==> src/hdl/sqe_pkg.sv <==
// Package with shared types and constants for the stroke quad expander.
`default_nettype none
package sqe_pkg;

    // Clipping window limits.
    localparam logic signed [15:0] WIN_LO   = -16'sd400;
    localparam logic signed [15:0] WIN_X_HI = 16'sd720;
    localparam logic signed [15:0] WIN_Y_HI = 16'sd640;

    // Quotient bits (offset magnitude never exceeds the half-width).
    localparam int QW   = 10;
    // Length estimate width and product width.
    localparam int LW   = 11;
    localparam int PW   = 21;
    localparam int CW   = 12;

    // Side data carried along the divider chain.
    typedef struct packed {
        logic signed [CW-1:0] ax;
        logic signed [CW-1:0] ay;
        logic signed [CW-1:0] bx;
        logic signed [CW-1:0] by;
        logic [7:0]           red;
        logic [7:0]           green;
        logic [7:0]           blue;
        logic [9:0]           slot;
        logic                 dx_neg;
        logic                 dx_nz;
        logic                 dy_pos;
        logic                 dy_nz;
    } side_t;

    // Divider state for both lanes.
    typedef struct packed {
        logic [PW-1:0] rem_x;
        logic [PW-1:0] rem_y;
        logic [QW-1:0] q_x;
        logic [QW-1:0] q_y;
        logic [LW-1:0] len;
    } div_t;

endpackage
`default_nettype wire

==> src/hdl/sqe_front.sv <==
// Front end: window test, deltas, length estimate and offset products.
`default_nettype none
module sqe_front (
    input  wire logic            aclk,
    input  wire logic            aresetn,
    input  wire logic            en,
    input  wire logic            in_valid,
    input  wire logic [111:0]    in_data,
    output logic                 out_valid,
    output sqe_pkg::side_t       out_side,
    output sqe_pkg::div_t        out_div
);

    logic signed [15:0] sx, sy, ex, ey;
    logic [9:0]         w;
    logic               outside;
    logic signed [16:0] dx, dy;
    logic [16:0]        mx17, my17;
    logic [sqe_pkg::LW-1:0] mx, my, len;
    sqe_pkg::side_t     side_next;

    logic               va_reg;
    sqe_pkg::side_t     side_a_reg;
    logic [sqe_pkg::LW-1:0] mx_a_reg, my_a_reg, len_a_reg;
    logic [9:0]         w_a_reg;

    logic               vb_reg;
    sqe_pkg::side_t     side_b_reg;
    sqe_pkg::div_t      div_b_reg;

    // Field unpacking and window test.
    always_comb begin
        sx = $signed(in_data[15:0]);
        sy = $signed(in_data[31:16]);
        ex = $signed(in_data[47:32]);
        ey = $signed(in_data[63:48]);
        w  = in_data[73:64];
        outside = (sx < sqe_pkg::WIN_LO) || (sx > sqe_pkg::WIN_X_HI) ||
                  (sy < sqe_pkg::WIN_LO) || (sy > sqe_pkg::WIN_Y_HI) ||
                  (ex < sqe_pkg::WIN_LO) || (ex > sqe_pkg::WIN_X_HI) ||
                  (ey < sqe_pkg::WIN_LO) || (ey > sqe_pkg::WIN_Y_HI);
    end

    // Deltas, magnitudes and the clamped length estimate.
    always_comb begin
        dx   = {ex[15], ex} - {sx[15], sx};
        dy   = {ey[15], ey} - {sy[15], sy};
        mx17 = dx[16] ? 17'(-dx) : 17'(dx);
        my17 = dy[16] ? 17'(-dy) : 17'(dy);
        mx   = mx17[sqe_pkg::LW-1:0];
        my   = my17[sqe_pkg::LW-1:0];
        if (mx > my) begin
            len = mx + (my >> 1);
        end else begin
            len = my + (mx >> 1);
        end
        if (len == '0) begin
            len = sqe_pkg::LW'(1);
        end
        side_next.ax     = sx[sqe_pkg::CW-1:0];
        side_next.ay     = sy[sqe_pkg::CW-1:0];
        side_next.bx     = ex[sqe_pkg::CW-1:0];
        side_next.by     = ey[sqe_pkg::CW-1:0];
        side_next.red    = in_data[81:74];
        side_next.green  = in_data[89:82];
        side_next.blue   = in_data[97:90];
        side_next.slot   = in_data[107:98];
        side_next.dx_neg = dx[16];
        side_next.dx_nz  = (dx != '0);
        side_next.dy_pos = !dy[16] && (dy != '0);
        side_next.dy_nz  = (dy != '0);
    end

    // Stage A: geometry registers; strokes outside the window drop here.
    always_ff @(posedge aclk) begin
        if (!aresetn) begin
            va_reg <= 1'b0;
        end else if (en) begin
            va_reg <= in_valid && !outside;
        end
    end

    always_ff @(posedge aclk) begin
        if (en) begin
            side_a_reg <= side_next;
            mx_a_reg   <= mx;
            my_a_reg   <= my;
            len_a_reg  <= len;
            w_a_reg    <= w;
        end
    end

    // Stage B: one product per lane.
    always_ff @(posedge aclk) begin
        if (!aresetn) begin
            vb_reg <= 1'b0;
        end else if (en) begin
            vb_reg <= va_reg;
        end
    end

    always_ff @(posedge aclk) begin
        if (en) begin
            side_b_reg      <= side_a_reg;
            div_b_reg.rem_x <= sqe_pkg::PW'(my_a_reg) * sqe_pkg::PW'(w_a_reg);
            div_b_reg.rem_y <= sqe_pkg::PW'(mx_a_reg) * sqe_pkg::PW'(w_a_reg);
            div_b_reg.q_x   <= '0;
            div_b_reg.q_y   <= '0;
            div_b_reg.len   <= len_a_reg;
        end
    end

    assign out_valid = vb_reg;
    assign out_side  = side_b_reg;
    assign out_div   = div_b_reg;

endmodule
`default_nettype wire

==> src/hdl/sqe_div_cell.sv <==
// One restoring-division cell: resolves one quotient bit in both lanes.
`default_nettype none
module sqe_div_cell #(
    parameter int BIT = 0
) (
    input  wire logic           aclk,
    input  wire logic           aresetn,
    input  wire logic           en,
    input  wire logic           in_valid,
    input  wire sqe_pkg::side_t in_side,
    input  wire sqe_pkg::div_t  in_div,
    output logic                out_valid,
    output sqe_pkg::side_t      out_side,
    output sqe_pkg::div_t       out_div
);

    logic [sqe_pkg::PW-1:0] dsh;
    sqe_pkg::div_t          div_next;
    logic                   valid_reg;
    sqe_pkg::side_t         side_reg;
    sqe_pkg::div_t          div_reg;

    // Compare against the shifted divisor and subtract where it fits.
    always_comb begin
        dsh      = sqe_pkg::PW'(in_div.len) << BIT;
        div_next = in_div;
        if (in_div.rem_x >= dsh) begin
            div_next.rem_x    = in_div.rem_x - dsh;
            div_next.q_x[BIT] = 1'b1;
        end
        if (in_div.rem_y >= dsh) begin
            div_next.rem_y    = in_div.rem_y - dsh;
            div_next.q_y[BIT] = 1'b1;
        end
    end

    always_ff @(posedge aclk) begin
        if (!aresetn) begin
            valid_reg <= 1'b0;
        end else if (en) begin
            valid_reg <= in_valid;
        end
    end

    always_ff @(posedge aclk) begin
        if (en) begin
            side_reg <= in_side;
            div_reg  <= div_next;
        end
    end

    assign out_valid = valid_reg;
    assign out_side  = side_reg;
    assign out_div   = div_reg;

endmodule
`default_nettype wire

==> src/hdl/sqe_back.sv <==
// Back end: signs the offset, forms the four corners and holds the output.
`default_nettype none
module sqe_back (
    input  wire logic           aclk,
    input  wire logic           aresetn,
    input  wire logic           en,
    input  wire logic           in_valid,
    input  wire sqe_pkg::side_t in_side,
    input  wire sqe_pkg::div_t  in_div,
    output logic                out_valid,
    output logic [135:0]        out_data
);

    logic [sqe_pkg::QW-1:0]  qx, qy;
    logic signed [sqe_pkg::CW-1:0] px, py;
    logic [135:0]            data_next;
    logic                    valid_reg;
    logic [135:0]            data_reg;

    // A zero quotient with a nonzero delta becomes one pixel.
    always_comb begin
        qx = (in_div.q_x == '0 && in_side.dy_nz) ? sqe_pkg::QW'(1) : in_div.q_x;
        qy = (in_div.q_y == '0 && in_side.dx_nz) ? sqe_pkg::QW'(1) : in_div.q_y;
        px = in_side.dy_pos ? -$signed({2'b00, qx}) : $signed({2'b00, qx});
        py = in_side.dx_neg ? -$signed({2'b00, qy}) : $signed({2'b00, qy});
    end

    // Corner assembly.
    always_comb begin
        data_next         = '0;
        data_next[11:0]   = in_side.ax + px;
        data_next[23:12]  = in_side.ay + py;
        data_next[35:24]  = in_side.bx + px;
        data_next[47:36]  = in_side.by + py;
        data_next[59:48]  = in_side.ax - px;
        data_next[71:60]  = in_side.ay - py;
        data_next[83:72]  = in_side.bx - px;
        data_next[95:84]  = in_side.by - py;
        data_next[103:96] = in_side.red;
        data_next[111:104] = in_side.green;
        data_next[119:112] = in_side.blue;
        data_next[129:120] = in_side.slot;
    end

    always_ff @(posedge aclk) begin
        if (!aresetn) begin
            valid_reg <= 1'b0;
        end else if (en) begin
            valid_reg <= in_valid;
        end
    end

    always_ff @(posedge aclk) begin
        if (en) begin
            data_reg <= data_next;
        end
    end

    assign out_valid = valid_reg;
    assign out_data  = data_reg;

endmodule
`default_nettype wire

==> src/hdl/stroke_quad_expand_top.sv <==
// Top level of the stroke quad expander: front end, divider cell row, back end.
//
//  Channel | Direction | Beat contents
//  s_      | in        | stroke: endpoints, half-width, color, ordering slot
//  m_      | out       | quad: four corners, color, ordering slot
//
// One stroke is accepted per cycle while the output is not stalled. The stages are two
// front stages, ten divider cells at one quotient bit each, and one output register.
// Strokes outside the window leave a bubble and give no beat.
// Reset clears the valid bits of every stage; payload is not reset.
// A stalled output beat freezes the whole pipeline until it is taken.
`default_nettype none
module stroke_quad_expand_top (
    input  wire logic          aclk,
    input  wire logic          aresetn,
    input  wire logic          s_tvalid,
    output logic               s_tready,
    // start_x, start_y, end_x, end_y, half_width, red_in, green_in, blue_in,
    // order_slot, zero fill
    input  wire logic [111:0]  s_tdata,
    output logic               m_tvalid,
    input  wire logic          m_tready,
    // corner0_x..corner3_y (x then y per corner), red_out, green_out,
    // blue_out, slot_out, zero fill
    output logic [135:0]       m_tdata
);

    logic                 en;
    logic                 v_chain [sqe_pkg::QW+1];
    sqe_pkg::side_t       s_chain [sqe_pkg::QW+1];
    sqe_pkg::div_t        d_chain [sqe_pkg::QW+1];

    // The pipeline moves whenever the output slot is free or being taken.
    assign en       = m_tready || !m_tvalid;
    assign s_tready = en;

    sqe_front u_front (
        .aclk      (aclk),
        .aresetn   (aresetn),
        .en        (en),
        .in_valid  (s_tvalid),
        .in_data   (s_tdata),
        .out_valid (v_chain[0]),
        .out_side  (s_chain[0]),
        .out_div   (d_chain[0])
    );

    // Divider cells, most significant quotient bit first.
    for (genvar k = 0; k < sqe_pkg::QW; k++) begin : g_cell
        sqe_div_cell #(
            .BIT (sqe_pkg::QW - 1 - k)
        ) u_cell (
            .aclk      (aclk),
            .aresetn   (aresetn),
            .en        (en),
            .in_valid  (v_chain[k]),
            .in_side   (s_chain[k]),
            .in_div    (d_chain[k]),
            .out_valid (v_chain[k+1]),
            .out_side  (s_chain[k+1]),
            .out_div   (d_chain[k+1])
        );
    end

    sqe_back u_back (
        .aclk      (aclk),
        .aresetn   (aresetn),
        .en        (en),
        .in_valid  (v_chain[sqe_pkg::QW]),
        .in_side   (s_chain[sqe_pkg::QW]),
        .in_div    (d_chain[sqe_pkg::QW]),
        .out_valid (m_tvalid),
        .out_data  (m_tdata)
    );

    // A held output beat keeps its contents.
    a_hold: assert property (@(posedge aclk) disable iff (!aresetn)
        m_tvalid && !m_tready |=> m_tvalid && $stable(m_tdata))
        else $error("output beat changed while stalled");

    // Input is refused only while an output beat waits.
    a_refuse: assert property (@(posedge aclk) disable iff (!aresetn)
        !s_tready |-> m_tvalid && !m_tready)
        else $error("input refused without output stall");

    // No output beat right after reset.
    a_reset: assert property (@(posedge aclk)
        !aresetn |=> !m_tvalid)
        else $error("output valid after reset");

endmodule
`default_nettype wire

==> config.mk <==
export PLATFORM = sky130hd
export DESIGN_NAME = stroke_quad_expand_top
export DESIGN_NICKNAME = d
export VERILOG_FILES = /design/src/hdl/sqe_pkg.sv /design/src/hdl/sqe_front.sv /design/src/hdl/sqe_div_cell.sv /design/src/hdl/sqe_back.sv /design/src/hdl/stroke_quad_expand_top.sv
export SDC_FILE = /design/constraint.sdc
export NUM_CORES = 2
export LEC_CHECK = 0
export BUFFER_PORTS_ARGS = -buffer_cell sky130_fd_sc_hd__buf_2
export CORE_MARGIN = 5
export CORE_UTILIZATION = 50
export DETAILED_ROUTE_END_ITERATION = 10
export HOLD_SLACK_MARGIN = 0.02
export MAX_ROUTING_LAYER = met4
export PLACE_DENSITY = 0.64
export SLEW_MARGIN = 5
export SYNTH_ARGS = -nofsm -noshare
export SYNTH_HDL_FRONTEND = slang
export SYNTH_HIERARCHICAL = 1
export SYNTH_SLANG_ARGS = --single-unit
==> constraint.sdc <==
create_clock -name aclk -period 128.9 [get_ports aclk]
set_clock_uncertainty 0.1 [all_clocks]
set_input_delay 6.445 -clock aclk [delete_from_list [all_inputs] [get_ports aclk]]
set_output_delay 6.445 -clock aclk [all_outputs]
set_load 0.02 [all_outputs]
After elaboration in Yosys (flattened, before gate mapping):

Cells that the tools add are included.
Widths: inputs -> output; s select.

* add/sub/neg operators: 34
* $mul: 2
* order comparisons: 29
* mux-type cells: 25
* reductions and logical operators: 20

Operators by type and width (number)
* $mux 21: 18
* $gt 16x11->1 const B: 4
* $lt 16x10->1 const B: 4
* $add 12x12->12: 4
* $sub 12x12->12: 4
* $ge 21x11->1: 2
* $ge 21x12->1: 2
* $ge 21x13->1: 2
* $ge 21x14->1: 2
* $ge 21x15->1: 2
* $ge 21x16->1: 2
* $ge 21x17->1: 2
* $ge 21x18->1: 2
* $ge 21x19->1: 2
* $ge 21x20->1: 2
* $mul 11x10->21: 2
* $sub 21x12->21: 2
* $sub 21x13->21: 2
* $sub 21x14->21: 2
* $sub 21x15->21: 2
* $sub 21x16->21: 2
* $sub 21x17->21: 2
* $sub 21x18->21: 2
* $sub 21x19->21: 2
* other kinds (15): 38

* register bits after elaboration: 1858
* input bits: 116
* output and inout port bits: 138
* word-level logic and storage cells: 340

Logic depth before layout (Yosys ltp):

* depth after elaboration: 10
* depth in mapped cells: 26
* gate-level depth less buffers: 25

Modules after synthesis:

The synthesis kept the hierarchy.

By module, submodules not included
* sqe_front: times used 1, cells an instance 1647, area each 18956.9 um^2, sequential area each 8087.8 um^2
* sqe_back: times used 1, cells an instance 743, area each 8379.3 um^2, sequential area each 3803.6 um^2
* sqe_div_cell at g_cell[7].u_cell: times used 1, cells an instance 429, area each 6675.2 um^2, sequential area each 4794.6 um^2
* sqe_div_cell at g_cell[5].u_cell: times used 1, cells an instance 439, area each 6665.1 um^2, sequential area each 4794.6 um^2
* sqe_div_cell at g_cell[9].u_cell: times used 1, cells an instance 425, area each 6653.9 um^2, sequential area each 4794.6 um^2
* sqe_div_cell at g_cell[8].u_cell: times used 1, cells an instance 413, area each 6641.4 um^2, sequential area each 4794.6 um^2
* sqe_div_cell at g_cell[4].u_cell: times used 1, cells an instance 406, area each 6491.2 um^2, sequential area each 4794.6 um^2
* sqe_div_cell at g_cell[6].u_cell: times used 1, cells an instance 407, area each 6456.2 um^2, sequential area each 4794.6 um^2
* sqe_div_cell at g_cell[3].u_cell: times used 1, cells an instance 392, area each 6418.7 um^2, sequential area each 4794.6 um^2
* sqe_div_cell at g_cell[1].u_cell: times used 1, cells an instance 362, area each 6369.9 um^2, sequential area each 4794.6 um^2
* sqe_div_cell at g_cell[0].u_cell: times used 1, cells an instance 363, area each 6256.0 um^2, sequential area each 4794.6 um^2
* sqe_div_cell at g_cell[2].u_cell: times used 1, cells an instance 362, area each 6247.2 um^2, sequential area each 4794.6 um^2
* stroke_quad_expand_top: times used 1, cells an instance 1, area each 6.3 um^2, sequential area each 0.0 um^2

Worst setup path before layout:

OpenSTA, ideal clock, no wires.

* path kind: input to output
* start point: input port m_tready
* end point: output port s_tready
* data arrival time: 54131 ps
* required time: 122355 ps
* slack: 68224 ps
* stages on the path: 1
* buffers on the path: 0
* cell sequence: nand2b_1

* cells in the longest elaborated chain, start to end: 1

Ends and longest elaborated chain
* start, declared: line stroke_quad_expand_top.sv:22 `input wire logic m_tready,`
* $logic_or 1x1->1: line stroke_quad_expand_top.sv:34 `assign en = m_tready || !m_tvalid;`
* end, declared: line stroke_quad_expand_top.sv:17 `output logic s_tready,`

No other way between the ends.

Final worst setup path:

Same ends and word-level chain as after synthesis.

==> summary.txt <==
Critical path
  • Worst setup EP type: primary output
  • Worst setup SP type: input port
  • Critical Path AT: 7.06 ns
  • Slowest library cell on the worst path: nand2b_4
  • Crit path buffers/inverters: 2
  • Required time of the critical path: 122.35 ns
  • Crit Path Category: input port to primary output
  • CP max FO: 17
  • Worst r2r path cells: 20
  • CP peak stage delay: 0.28 ns
  • CP top delay family: buffers and inverters
  • Top cell by count, worst path: buf_2
  • WP depth: 3
  • CP cell instances: buf_2 > nand2b_4 > buf_2

Floorplanning
  • Initial Util: 50.2%
  • Die X: 433 µm
  • Die H: 433 µm
  • Core footprint: 178000 µm²
  • Die area: 187000 µm²
  • Std-Cell Rows: 155
  • IO Pins: 254

Drt
  • Final ANT Viol Nets: 0
  • TritonRoute pass-1 iters: 6
  • DR WL/cell: 18.0 µm
  • Vias per cell: 5.28
  • Final wirelength: 162000 µm
  • Via count: 47800
  • 1st-iter DRT viols: 3158
  • Remaining DRCs: 0

Place
  • Routability congestion estimate: 0.899
  • # port buffers: 243
  • Area after DPL: 93200 µm²
  • Dpl hpwl: 116000 µm

Power and ir drop
  • Flop pwr share: 34.7%
  • Clock power share: 18.6%
  • Switching Share: 37.1%
  • Net switching power figure: 1.09 mW
  • Pwr Density: 29.5 nW/µm²
  • Gate power share: 46.7%
  • Pint: 1.85 mW
  • Peak supply drop: 0.0527 mV
  • Leakage power: 39.3 nW

Cells and area
  • Fin area: 99600 µm²
  • P&R area growth vs syn: 11.3%
  • Max reg flops: 860
  • Final #Nets: 7309
  • Share of layout cells above drive strength 1: 11.2%
  • Ant diodes: 0
  • Final core utilization: 55.9%

STA
  • TNS Setup: 0 ns
  • Final Cycle Share: 10.6%
  • Worst slew pin tran: 1.25 ns
  • Fin. Hold Viols: 0
  • Final slew viol count: 0
  • RSZ-0062 raised after global routing: no
  • Final min period: 13.61 ns
  • Fmax: 0.0735 GHz
  • Worst slew margin: 16.4%
  • Final number of setup-violating endpoints: 0

Global routing
  • Vias in the first global route: 48200
  • Largest net degree at the start of global routing: 200
  • Total track usage: 17.8%
  • Global-route wire length before repair: 258000 µm
  • Total gr overflow: 0
  • Antenna violations before repair: 1

Hold path
  • Hold Path Depth: 0
  • Hold Path Class: register to register

Synth
  • Synthesized cell area: 89400 µm²
  • Ys Warns: 6
  • Avg Cell Area, Syn: 14.5 µm²
  • Synthesized instance count: 6164

Clock network
  • CTS sink count: 1944
  • CTS clk-pin slew, worst paths: 0.06 ns
  • Post-CTS Hold Buffers: 0
  • Resize count post-CTS: 0
  • Total CTS buffers: 195
  • CTS Buffer Depth: 3
  • CTS tree: done
  • H-tree Lvls: 4
  • Post-CTS Setup Bufs: 0
  • CTS root buf: clkbuf_16
  • Clk_lat worst skew: 0.83 ns

Flow run
  • Max-cap viol count: 0

Run status
  • Run status: finished, final reports clean
[layout make-up]
cell class | instances | area (µm²)
Fill cell | 14100 | 78700
Sequential cell | 1944 | 58200
Multi-Input combinational cell | 3599 | 28600
Clock buffer | 233 | 5020
Tap cell | 2355 | 2950
Inverter | 511 | 1920
Timing Repair Buffer | 272 | 1480
Clock inverter | 126 | 1330
[placed cells by master, fill, tap and decap left out, types with 122 or more instances in the layout]
| cell | n |
|---|---|
| a21oi_1 | 281 |
| buf_2 | 243 |
| clkbuf_16 | 195 |
| edfxtp_1 | 1931 |
| fa_1 | 170 |
| ha_1 | 500 |
| inv_1 | 510 |
| nand2_1 | 343 |
| nor2_1 | 326 |
| o21ai_0 | 170 |
| xnor2_1 | 250 |
| xor2_1 | 122 |
[power by group through the flow]
stage / Sequential (mW) / Clock [mW] / Combinational, mW
final: 1.02 / 0.548 / 1.37
after global routing: 1.04 / 0.595 / 1.55
after CTS: 1.02 / 0.568 / 1.38
after detailed placement: 1.03 / 0 / 1.37
after global placement: 1.03 / 0 / 1.36
after floorplan: 1.00 / 0 / 1.06
[layer usage]
layer  part of all wire, %  vias to the layer above  GRT usage (%)
li1                      -                    23500              -
met3                   3.9                      373           2.84
met2                    50                      957           29.7
met4                   3.9                        0           7.03
met1                    43                    23000           22.0
met5                     0                        -              -
[per-stage QoR]
step / total power [mW] / hold WS, ns / worst slack (ns) / instances
after floorplan: 2.06 / 0.300 / 69.48 / 6188
after global placement: 2.39 / 0.300 / 115.25 / 8681
after detailed placement: 2.41 / 0.305 / 115.25 / 8681
after CTS: 2.97 / 0.299 / 115.25 / 9040
after global routing: 3.18 / 0.309 / 115.23 / 9040
final: 2.94 / 0.304 / 115.29 / 9040
[final timing paths]
| kind | startpoint | to | slack [ns] |
|---|---|---|---|
| worst min-delay path | g_cell[7].u_cell/out_side[80] | g_cell[8].u_cell/out_side[80] | 0.30 |
| worst max register to register | u_front/w_a_reg[1] | u_front/out_div[71] | 122.51 |
| worst min register to register | g_cell[7].u_cell/out_side[80] | g_cell[8].u_cell/out_side[80] | 0.30 |
| worst max-delay path | m_tready | s_tready | 115.29 |
No activity file was read; power rests on OpenSTA's default activity.
